$ cat config.mk
export PLATFORM = sky130hd
export DESIGN_NAME = hid_keystroke_typer_top
export DESIGN_NICKNAME = d
export VERILOG_FILES = /design/src/design/hkt_pkg.sv /design/src/design/hkt_ctrl.sv /design/src/design/hkt_datapath.sv /design/src/design/hid_keystroke_typer_top.sv
export SDC_FILE = /design/constraint.sdc
export NUM_CORES = 1
export LEC_CHECK = 0
export ABC_AREA = 1
export BUFFER_PORTS_ARGS = -buffer_cell sky130_fd_sc_hd__buf_2
export CORE_MARGIN = 2
export CORE_UTILIZATION = 60
export CTS_CLUSTER_DIAMETER = 50
export DETAILED_ROUTE_END_ITERATION = 6
export GPL_ROUTABILITY_DRIVEN = 0
export PLACE_DENSITY = 0.87
export SYNTH_ARGS = -nofsm -noshare
export SYNTH_HDL_FRONTEND = slang
export SYNTH_SLANG_ARGS = --single-unit
$ cat constraint.sdc
create_clock -name i_clk -period 2.65 [get_ports i_clk]
set_input_delay 0.1325 -clock i_clk [delete_from_list [all_inputs] [get_ports i_clk]]
set_output_delay 0.1325 -clock i_clk [all_outputs]
set_load 0.01 [all_outputs]
$ cat src/design/hkt_pkg.sv
// Package for the HID keystroke typer: request and result types,
// controller/datapath link types, constants and the ASCII-to-usage map.
// Depends on nothing.
package hkt_pkg;

    localparam int          DEFAULT_BUFFER_DEPTH = 64;
    localparam logic [15:0] PRESS_TICKS_RESET    = 16'd50;
    localparam logic [15:0] GAP_TICKS_RESET      = 16'd200;

    localparam logic [7:0] MOD_NONE  = 8'h00;
    localparam logic [7:0] MOD_SHIFT = 8'h02;
    localparam logic [7:0] MOD_GUI   = 8'h08;
    localparam logic [7:0] KEY_SPACE = 8'h2C;
    localparam logic [7:0] KEY_NONE  = 8'h00;

    localparam logic CMD_LOAD = 1'b0;
    localparam logic CMD_TICK = 1'b1;

    localparam int          CFG_ADDR_W    = 3;
    localparam logic        REG_PRESS     = 1'b0;
    localparam logic        REG_GAP       = 1'b1;

    typedef struct packed {
        logic       cmd;
        logic [7:0] char_code;
        logic       last_char;
    } t_in_item;

    typedef struct packed {
        logic [7:0] modifier_bits;
        logic [7:0] key_code;
        logic       is_release;
        logic       string_done;
    } t_out_item;

    typedef struct packed {
        logic accept;
        logic do_read;
        logic do_press;
    } t_ctrl_cmd;

    typedef struct packed {
        logic press_req;
    } t_dp_status;

    function automatic t_out_item map_char(input logic [7:0] c);
        t_out_item r;
        r.modifier_bits = MOD_NONE;
        r.key_code      = KEY_SPACE;
        r.is_release    = 1'b0;
        r.string_done   = 1'b0;
        case (c) inside
            [8'h61:8'h7A]: r.key_code = c - 8'h5D;
            [8'h41:8'h5A]: begin
                r.key_code      = c - 8'h3D;
                r.modifier_bits = MOD_SHIFT;
            end
            [8'h31:8'h39]: r.key_code = c - 8'h13;
            8'h30: r.key_code = 8'h27;
            8'h2D: r.key_code = 8'h2D;
            8'h2F: r.key_code = 8'h38;
            8'h2E: r.key_code = 8'h37;
            8'h0D: r.key_code = 8'h28;
            8'h01: begin
                r.key_code      = 8'h15;
                r.modifier_bits = MOD_GUI;
            end
            8'h7E: begin r.key_code = 8'h32; r.modifier_bits = MOD_SHIFT; end
            8'h21: begin r.key_code = 8'h1E; r.modifier_bits = MOD_SHIFT; end
            8'h40: begin r.key_code = 8'h1F; r.modifier_bits = MOD_SHIFT; end
            8'h23: begin r.key_code = 8'h20; r.modifier_bits = MOD_SHIFT; end
            8'h24: begin r.key_code = 8'h21; r.modifier_bits = MOD_SHIFT; end
            8'h25: begin r.key_code = 8'h22; r.modifier_bits = MOD_SHIFT; end
            8'h5E: begin r.key_code = 8'h23; r.modifier_bits = MOD_SHIFT; end
            8'h26: begin r.key_code = 8'h24; r.modifier_bits = MOD_SHIFT; end
            8'h2A: begin r.key_code = 8'h25; r.modifier_bits = MOD_SHIFT; end
            8'h28: begin r.key_code = 8'h26; r.modifier_bits = MOD_SHIFT; end
            8'h29: begin r.key_code = 8'h27; r.modifier_bits = MOD_SHIFT; end
            8'h2B: begin r.key_code = 8'h2E; r.modifier_bits = MOD_SHIFT; end
            8'h3A: begin r.key_code = 8'h33; r.modifier_bits = MOD_SHIFT; end
            default: r.key_code = KEY_SPACE;
        endcase
        return r;
    endfunction

endpackage

$ cat src/design/hkt_ctrl.sv
// Controller state machine of the HID keystroke typer.
// Sequences request acceptance, the text store read and the press report.
// Depends on hkt_pkg.
module hkt_ctrl (
    input  logic                i_clk,
    input  logic                i_rst_n,
    input  logic                i_start,
    input  hkt_pkg::t_dp_status i_status,
    output hkt_pkg::t_ctrl_cmd  o_cmd,
    output logic                o_busy
);
    import hkt_pkg::*;

    typedef enum logic [2:0] {
        S_IDLE  = 3'b001,
        S_READ  = 3'b010,
        S_PRESS = 3'b100
    } t_state;

    t_state r_state;
    t_state n_state;
    logic   accept;

    assign accept = i_start && (r_state == S_IDLE);

    always_comb begin
        n_state = r_state;
        case (r_state)
            S_IDLE: begin
                if (accept && i_status.press_req) begin
                    n_state = S_READ;
                end
            end
            S_READ: begin
                n_state = S_PRESS;
            end
            S_PRESS: begin
                n_state = S_IDLE;
            end
            default: begin
                n_state = S_IDLE;
            end
        endcase
    end

    always_ff @(posedge i_clk) begin
        if (!i_rst_n) begin
            r_state <= S_IDLE;
        end else begin
            r_state <= n_state;
        end
    end

    assign o_cmd.accept   = accept;
    assign o_cmd.do_read  = (r_state == S_READ);
    assign o_cmd.do_press = (r_state == S_PRESS);
    assign o_busy         = (r_state != S_IDLE);

    a_read_follows_start: assert property (@(posedge i_clk) disable iff (!i_rst_n)
        (accept && i_status.press_req) |=> (r_state == S_READ))
        else $error("press request did not enter the read state");
    a_press_follows_read: assert property (@(posedge i_clk) disable iff (!i_rst_n)
        (r_state == S_READ) |=> (r_state == S_PRESS))
        else $error("read state not followed by press state");
    a_busy_no_accept: assert property (@(posedge i_clk) disable iff (!i_rst_n)
        o_busy |-> !o_cmd.accept)
        else $error("request accepted while busy");

endmodule

$ cat src/design/hkt_datapath.sv
// Datapath of the HID keystroke typer: text store, string counters,
// tick countdown, key mapping and the result register.
// Depends on hkt_pkg.
module hkt_datapath #(
    parameter int BUFFER_DEPTH = hkt_pkg::DEFAULT_BUFFER_DEPTH
) (
    input  logic                i_clk,
    input  logic                i_rst_n,
    input  hkt_pkg::t_ctrl_cmd  i_cmd,
    input  hkt_pkg::t_in_item   i_item,
    input  logic [15:0]         i_press_ticks,
    input  logic [15:0]         i_gap_ticks,
    output hkt_pkg::t_dp_status o_status,
    output logic                o_valid,
    output hkt_pkg::t_out_item  o_result
);
    import hkt_pkg::*;

    localparam int IDX_W = $clog2(BUFFER_DEPTH);
    localparam int CNT_W = $clog2(BUFFER_DEPTH + 1);
    localparam logic [CNT_W-1:0] DEPTH_CNT = CNT_W'(BUFFER_DEPTH);
    localparam logic [IDX_W-1:0] LAST_IDX  = IDX_W'(BUFFER_DEPTH - 1);

    logic [7:0]       r_mem [BUFFER_DEPTH];
    logic [7:0]       r_rd_data;
    logic [CNT_W-1:0] r_load_count, n_load_count;
    logic [IDX_W-1:0] r_read_index, n_read_index;
    logic [CNT_W-1:0] r_chars_left, n_chars_left;
    logic             r_release_next, n_release_next;
    logic             r_typing, n_typing;
    logic [15:0]      r_countdown, n_countdown;
    logic             r_valid, n_valid;
    t_out_item        r_result, n_result;

    logic             mem_we;
    logic [CNT_W-1:0] cnt_after;
    logic             press_req;

    always_comb begin
        n_load_count   = r_load_count;
        n_read_index   = r_read_index;
        n_chars_left   = r_chars_left;
        n_release_next = r_release_next;
        n_typing       = r_typing;
        n_countdown    = r_countdown;
        n_valid        = 1'b0;
        n_result       = r_result;
        mem_we         = 1'b0;
        press_req      = 1'b0;
        cnt_after      = r_load_count;
        if (i_cmd.accept) begin
            if (i_item.cmd == CMD_LOAD) begin
                if (!r_typing) begin
                    if (r_load_count < DEPTH_CNT) begin
                        mem_we    = 1'b1;
                        cnt_after = r_load_count + CNT_W'(1);
                    end
                    if (i_item.last_char) begin
                        n_typing     = 1'b1;
                        n_read_index = '0;
                        n_chars_left = cnt_after - CNT_W'(1);
                        n_load_count = '0;
                        press_req    = 1'b1;
                    end else begin
                        n_load_count = cnt_after;
                    end
                end
            end else if (r_typing) begin
                if (r_countdown > 16'd1) begin
                    n_countdown = r_countdown - 16'd1;
                end else if (r_release_next) begin
                    n_valid                = 1'b1;
                    n_result.modifier_bits = MOD_NONE;
                    n_result.key_code      = KEY_NONE;
                    n_result.is_release    = 1'b1;
                    n_release_next         = 1'b0;
                    if (r_chars_left == '0) begin
                        n_result.string_done = 1'b1;
                        n_typing             = 1'b0;
                        n_countdown          = '0;
                        n_read_index         = '0;
                    end else begin
                        n_result.string_done = 1'b0;
                        n_countdown          = i_gap_ticks;
                    end
                end else begin
                    n_chars_left = r_chars_left - CNT_W'(1);
                    press_req    = 1'b1;
                end
            end
        end
        if (i_cmd.do_press) begin
            n_valid        = 1'b1;
            n_result       = map_char(r_rd_data);
            n_read_index   = (r_read_index == LAST_IDX) ? '0 : r_read_index + IDX_W'(1);
            n_release_next = 1'b1;
            n_countdown    = i_press_ticks;
        end
    end

    always_ff @(posedge i_clk) begin
        if (mem_we) begin
            r_mem[r_load_count[IDX_W-1:0]] <= i_item.char_code;
        end
        if (i_cmd.do_read) begin
            r_rd_data <= r_mem[r_read_index];
        end
    end

    always_ff @(posedge i_clk) begin
        if (!i_rst_n) begin
            r_load_count   <= '0;
            r_read_index   <= '0;
            r_chars_left   <= '0;
            r_release_next <= 1'b0;
            r_typing       <= 1'b0;
            r_countdown    <= '0;
            r_valid        <= 1'b0;
        end else begin
            r_load_count   <= n_load_count;
            r_read_index   <= n_read_index;
            r_chars_left   <= n_chars_left;
            r_release_next <= n_release_next;
            r_typing       <= n_typing;
            r_countdown    <= n_countdown;
            r_valid        <= n_valid;
        end
    end

    always_ff @(posedge i_clk) begin
        r_result <= n_result;
    end

    assign o_status.press_req = press_req;
    assign o_valid            = r_valid;
    assign o_result           = r_result;

    a_release_clear: assert property (@(posedge i_clk) disable iff (!i_rst_n)
        (r_valid && r_result.is_release) |->
        (r_result.key_code == KEY_NONE && r_result.modifier_bits == MOD_NONE))
        else $error("release report carries a key");
    a_done_is_release: assert property (@(posedge i_clk) disable iff (!i_rst_n)
        (r_valid && r_result.string_done) |-> (r_result.is_release && !r_typing))
        else $error("string end flagged on a non-final report");
    a_typing_empty_load: assert property (@(posedge i_clk) disable iff (!i_rst_n)
        r_typing |-> (r_load_count == '0))
        else $error("load count nonzero while typing");
    a_press_while_typing: assert property (@(posedge i_clk) disable iff (!i_rst_n)
        i_cmd.do_press |-> (r_typing && !r_release_next))
        else $error("press issued outside a typing pass");

endmodule

$ cat src/design/hid_keystroke_typer_top.sv
// Top level of the HID keystroke typer: APB timing registers and the
// controller and datapath instances.
// Depends on hkt_pkg, hkt_ctrl and hkt_datapath.
// A release report is registered and appears in the cycle after its
// request; a press report passes the read and press states and then the
// result register, with busy high in both states. A request that gives
// no press leaves the controller ready for the next one. Reset is
// synchronous and clears control state and the timing registers;
// the text store is not cleared. The receiver cannot stall results.
module hid_keystroke_typer_top #(
    parameter int BUFFER_DEPTH = hkt_pkg::DEFAULT_BUFFER_DEPTH
) (
    input  logic                          i_clk,
    input  logic                          i_rst_n,
    input  logic                          start,
    output logic                          busy,
    input  hkt_pkg::t_in_item             i_item,
    output logic                          o_valid,
    output hkt_pkg::t_out_item            o_result,
    input  logic                          psel,
    input  logic                          penable,
    input  logic                          pwrite,
    input  logic [hkt_pkg::CFG_ADDR_W-1:0] paddr,
    input  logic [31:0]                   pwdata,
    output logic [31:0]                   prdata,
    output logic                          pready
);
    import hkt_pkg::*;

    logic [15:0] r_press_ticks;
    logic [15:0] r_gap_ticks;
    logic        cfg_we;
    t_ctrl_cmd   cmd;
    t_dp_status  status;

    assign pready = 1'b1;
    assign cfg_we = psel && penable && pwrite;

    always_ff @(posedge i_clk) begin
        if (!i_rst_n) begin
            r_press_ticks <= PRESS_TICKS_RESET;
            r_gap_ticks   <= GAP_TICKS_RESET;
        end else if (cfg_we) begin
            if (paddr[2] == REG_PRESS) begin
                r_press_ticks <= pwdata[15:0];
            end else begin
                r_gap_ticks <= pwdata[15:0];
            end
        end
    end

    assign prdata = (paddr[2] == REG_GAP) ? {16'd0, r_gap_ticks} : {16'd0, r_press_ticks};

    hkt_ctrl u_ctrl (
        .i_clk    (i_clk),
        .i_rst_n  (i_rst_n),
        .i_start  (start),
        .i_status (status),
        .o_cmd    (cmd),
        .o_busy   (busy)
    );

    hkt_datapath #(
        .BUFFER_DEPTH (BUFFER_DEPTH)
    ) u_datapath (
        .i_clk         (i_clk),
        .i_rst_n       (i_rst_n),
        .i_cmd         (cmd),
        .i_item        (i_item),
        .i_press_ticks (r_press_ticks),
        .i_gap_ticks   (r_gap_ticks),
        .o_status      (status),
        .o_valid       (o_valid),
        .o_result      (o_result)
    );

endmodule
Word-level counts from Yosys, hierarchy flattened
Memory sizes are Yosys's and may differ from the RTL's. A register that Yosys moved wholly into a read port is not among the register bits.
Index checks and enable logic that the tools add are counted.
W data, S select, Z words.
{ "word_totals": {"elab_cells": 206, "reg_bits": 92, "mem_bits_rw": 512, "inputBits": 51, "n_memories": 1, "out_inout_bits": 53} }
{ "mem_list": {"columns": ["name", "words", "word_bits", "read_ports", "rd_clocked_by_memory_dff", "write_ports", "line", "source"], "rows": [
  ["u_datapath.r_mem", 64, 8, 1, 1, 1, "hkt_datapath.sv:24", "logic [7:0] r_mem [BUFFER_DEPTH];"]
]} }
{ "classes": {"addsub": 8, "n_reduce_logical": 24, "n_mux": 112, "n_eq_ne": 35, "magnitude_cmp": 8, "bitwise_logic": 4} }
{ "op_table": {"columns": ["operator", "n"], "rows": [
  ["$mux W8", 42],
  ["$mux W16", 8],
  ["$eq A8 B6 Y1 const B", 14],
  ["$mux W18", 6],
  ["$mux W7", 11],
  ["$mux W6", 10],
  ["$mux W1", 31],
  ["$eq A8 B7 Y1 const B", 3],
  ["$ge A8 B7 Y1 const B", 2],
  ["$gt A16 B1 Y1 const B", 1],
  ["$le A8 B7 Y1 const B", 2],
  ["$sub A16 B1 Y16 const B", 1],
  ["$sub A7 B1 Y7 const B", 2],
  ["$ne A2 B2 Y1 const B", 5],
  ["$reduce_and A5 Y1", 2],
  ["$reduce_bool A2 Y1", 5],
  ["$ne A3 B3 Y1 const B", 3],
  ["$eq A8 B1 Y1 const B", 1],
  ["$eq A8 B4 Y1 const B", 1],
  ["$ge A8 B6 Y1 const B", 1],
  ["$le A8 B6 Y1 const B", 1],
  ["$reduce_and A4 Y1", 2],
  ["$sub A8 B5 Y8 const B", 1],
  ["$sub A8 B6 Y8 const B", 1],
  ["23 further kinds", 35]
]} }

Longest topological paths before layout
{ "logic_depth": {"depth_word": 24, "mapped_depth": 15, "ltp_nobuf": 15} }

Cells and area by module
From an unflattened synthesis, not the netlist that was laid out.
{ "hier_totals": {"hier_cells": 2601, "hier_area_um2": 26605.5} }
{ "by_module_without_submodules": {"columns": ["mod", "area_each_um2", "seq_area_each_um2", "cells_per_inst", "n_inst"], "rows": [
  ["hkt_datapath", 24823.8, 16736.1, 2319, 1],
  ["hid_keystroke_typer_top", 1630.3, 640.6, 259, 1],
  ["hkt_ctrl", 151.4, 60.1, 23, 1]
]} }

Least setup slack after synthesis
OpenSTA, ideal clock, no wires.
{ "synth_timing": {"path_kind": "reg2reg", "start": "register u_ctrl.r_state[2]", "end": "memory u_datapath.r_mem[10][0] (enable)", "period_less_slack_ns": 2.065, "setup_slack_ns": 0.585, "required_time_ns": 2.280, "path_stages_with_launch": 10, "n_path_buf": 0, "setup_ns": 0.370, "arrival_time_ns": 1.694, "cell_sequence": "dfxtp_1 -> inv_1 -> nand2_1 -> nor2_1 -> nand2_1 -> nor4_1 -> inv_1 -> nor2_1 -> nand3_1 -> nor2_1"} }
{ "synth_via": {"elab_chain_cells": 5} }
{ "synth_rtl": {"columns": ["element", "line", "source"], "rows": [
  ["from (decl)", "hkt_ctrl.sv:20", "t_state r_state;"],
  ["from (signal assigned)", "hkt_ctrl.sv:50", "r_state <= n_state;"],
  ["$eq A3 B1 Y1", "hkt_ctrl.sv:24", "assign accept = i_start && (r_state == S_IDLE);"],
  ["$logic_and A1 B1 Y1", "hkt_ctrl.sv:24", null],
  ["$mux W1", "hkt_datapath.sv:51", "if (i_cmd.accept) begin"],
  ["$mux W1", "hkt_datapath.sv:102", "if (mem_we) begin"],
  ["$mux W1 (not written as such)", "hkt_datapath.sv:103", "r_mem[r_load_count[IDX_W-1:0]] <= i_item.char_code;"],
  ["to (decl)", "hkt_datapath.sv:24", null]
]} }
No other way between the ends.

==> results.sh <==
export IMPL_ys_seq_area_share_pct=67.3
export IMPL_synth_xor_area_share_pct=0.372
export IMPL_sequentialPowerShare_pct=53.6
export IMPL_cts_tree="yes"
export IMPL_rows=76
export IMPL_hp_class="input pin to flop"
export IMPL_core_mm2=0.0429
export IMPL_portBuffers=62
export IMPL_crit_arrival_ps=2790
export IMPL_wirelength_um=67700
export IMPL_p_sw_mw=4.09
export IMPL_yosys_area_share_simple_pct=12.3
export IMPL_drive_gt1_share_pct=11.4
export IMPL_htree_levels=2
export IMPL_synthCells=2392
export IMPL_ant_nets=0
export IMPL_synth_top_family_by_area="compound AO/OA/AOI/OAI gates"
export IMPL_hold_ws_ps=54.8
export IMPL_via_per_inst=6.30
export IMPL_grt_pass1_wl_um=103000
export IMPL_cts_buffers=60
export IMPL_clockPowerShare_pct=43.3
export IMPL_ys_seq_elements=606
export IMPL_io_pins=104
export IMPL_grt_use_total_pct=30.1
export IMPL_switching_share_pct=21.0
export IMPL_syn_area_per_cell_um2=10.8
export IMPL_drtPass1Iterations=6
export IMPL_worst_path_max_delay_cell="edfxtp_1"
export IMPL_rsz0062_at_grt="false"
export IMPL_synth_adder_area_share_pct=0.531
export IMPL_crit_buf_inv=3
export IMPL_p_leak_nw=10.5
export IMPL_power_frac_comb_pct=3.1
export IMPL_worst_ep_required_time_ps=3030
export IMPL_grt_max_degree=110
export IMPL_hpwlAfterDp_um=40700
export IMPL_cp_end_kind="flop"
export IMPL_report_final_setup_viol=0
export IMPL_ys_warn_count=0
export IMPL_dp_slack_ps=256
export IMPL_regToRegSetupSlack_ps=230
export IMPL_fin_crit_sh_pct=91.2
export IMPL_num_antenna_cells=0
export IMPL_clk_pin_slew_worst_paths_ps=60
export IMPL_slowest_delay_ps=470
export IMPL_start_kind="flop"
export IMPL_grt_pass1_vias=18856
export IMPL_max_freq_ghz=0.414
export IMPL_drt_iter0_markers=3218
export IMPL_die_y_um=212
export IMPL_cp_max_fo=7
export IMPL_start_util_pct=60.4
export IMPL_worst_clock_skew_ps=17.0
export IMPL_fin_ws_ps=234
export IMPL_nets=2581
export IMPL_antenna_found_initial=0
export IMPL_vdd_drop_max_uv=669
export IMPL_tightest_slew_ps=930
export IMPL_maxCapViolations=0
export IMPL_fp_dieW_um=212
export IMPL_clk_insertion_delay_late_ps=630
export IMPL_power_density_mw_per_mm2=661
export IMPL_postCtsSetupBuffers=0
export IMPL_crit_path_cell_trace="inv_1 -> ha_1 -> inv_1 -> nor2_1 -> nand3_1 -> o21ai_0 -> nand2_1 -> nand2_1 -> a21oi_1 -> nand2_1 -> inv_1"
export IMPL_cpLargestDelayFamily="simple AND/OR/NAND/NOR gates"
export IMPL_clock_sink_count=606
export IMPL_synth_compound_area_share_pct=14.7
export IMPL_synthMuxAreaShare_pct=0
export IMPL_crit_type="flop to flop"
export IMPL_yosys_cell_types_count=46
export IMPL_wl_per_cell_um=21.5
export IMPL_max_slew_margin_pct=37.9
export IMPL_via_count=19872
export IMPL_hold_violations=0
export IMPL_period_minus_slack_ps=2420
export IMPL_overflow=0
export IMPL_post_route_drc_count=0
export IMPL_cts_root_buffer="clkbuf_16"
export IMPL_outcome="complete, no violations"
export IMPL_internal_power_mw=15.3
export IMPL_syn_to_final_growth_pct=13.5
export IMPL_dieArea_mm2=0.0449
export IMPL_clockBufferDepth=3
export IMPL_fillCellCount=2723
export IMPL_slew_viol_final=0
export IMPL_finalSetupTns_ps=0
export IMPL_netlist_area_mm2=0.0259
-- state kept, by name, summed over array words and instances (netlist names) --
| register | cells |
|---|---|
| r_press_ticks | 16 |
| u_ctrl.r_state | 3 |
| u_datapath.o_result | 12 |
| u_datapath.o_valid | 1 |
| u_datapath.r_load_count | 7 |
| u_datapath.r_rd_data | 8 |
| u_datapath.r_read_index | 6 |
| u_datapath.r_release_next | 1 |
| u_datapath.r_chars_left | 7 |
| u_datapath.r_typing | 1 |
| u_datapath.r_countdown | 16 |
| r_gap_ticks | 16 |
| u_datapath.r_mem | 512 |
-- path summary, 6_finish.rpt --
path,to,start,cells past startpoint
hold reg to reg,u_datapath.o_result[1],u_datapath.o_result[1],2
hold / removal,u_datapath.r_mem[2][7],i_item[8],1
setup reg to reg,u_datapath.o_result[6],u_datapath.r_rd_data[1],11
setup / recovery,u_datapath.o_result[6],u_datapath.r_rd_data[1],11
-- stage by stage --
step	cells	total power [mW]	instance area (µm²)	utilization (%)
finish	3153	19.4	29400	68.6
global placement	3025	11.2	27300	63.7
floorplan	2415	10.9	26000	-
detailed placement	3025	11.2	27300	63.7
global route	3153	19.8	29400	68.6
CTS	3153	19.4	29400	68.6
-- synthesized netlist by cell type (all sizes together) --
| master | n | area share (%) |
|---|---|---|
| a211oi | 2 | 0.058 |
| a21o | 1 | 0.029 |
| a21oi | 67 | 1.3 |
| a221oi | 1 | 0.034 |
| a22oi | 1 | 0.029 |
| a31oi | 7 | 0.17 |
| and2 | 1 | 0.024 |
| buf | 68 | 1.7 |
| clkbuf | 89 | 1.3 |
| conb | 2 | 0.029 |
| dfxtp | 76 | 5.9 |
| edfxtp | 530 | 61 |
| ha | 11 | 0.53 |
| inv | 125 | 1.8 |
| nand2 | 191 | 2.8 |
| nand3 | 66 | 1.3 |
| nand4 | 9 | 0.22 |
| nor2 | 500 | 7.3 |
| nor3 | 13 | 0.31 |
| nor3b | 1 | 0.048 |
| nor4 | 3 | 0.072 |
| o211ai | 25 | 0.72 |
| o21a | 1 | 0.029 |
| o21ai | 423 | 8.2 |
| o221ai | 17 | 0.57 |
| o22ai | 137 | 3.3 |
| o311ai | 1 | 0.034 |
| o31ai | 5 | 0.14 |
| or2 | 8 | 0.19 |
| xnor2 | 3 | 0.10 |
| xor2 | 8 | 0.27 |
-- metal layers --
layer,vias to the layer above,share of wire [%],GRT usage [%]
met5,-,0,0
met4,0,4.8,14.8
met3,239,11,6.08
met2,1496,48,49.3
met1,9367,36,38.5
li1,8770,-,-
-- area by class of cell --
class | instances | area, µm² | area share [%]
clock buffer | 77 | 1610 | 5.46
clock inverter | 34 | 339 | 1.15
inverter | 125 | 477 | 1.62
multi-input combinational | 1527 | 7320 | 24.9
sequential | 606 | 17400 | 59.3
tap | 585 | 732 | 2.49
timing repair buffer | 199 | 1500 | 5.09
-- repair_timing --
item                                    CTS  global route
endpoints found under the setup margin    0             2
hold buffers                             17             0
gates resized for setup                   0             2
endpoints found under the hold margin    39             0
-- cells in the final DEF (no fill, tap or decap), drive strengths merged, types with 13 or more instances in the layout --
master and instances:
edfxtp 530, o21ai 423, buf 182, o221ai 17, nand2 191, a21oi 67, nor2 500, o22ai 137
dlygate4sd3 17, nand3 66, o211ai 25, clkinv 24, conb 25, dfxtp 76, clkbuf 77, inv 128
nor3 13
-- power by group through the flow --
stage          clock network (mW)  logic [mW]  registers, mW
2_1_floorplan                   0       0.283           10.6
5_1_grt                      8.77       0.642           10.4
6_report                     8.42       0.596           10.4
4_1_cts                      8.43       0.578           10.4
3_5_place_dp                    0       0.554           10.6
3_3_place_gp                    0       0.533           10.6
-- cell families after synthesis --
group	count (synthesis)
other	2
and+or+nand+nor	792
AOI/OAI and AO/OA	688
DFF	606
adders and majority gates	11
xor gates and xnor gates	11
buffers and inverters	282
(Power assumes the default switching activity.)
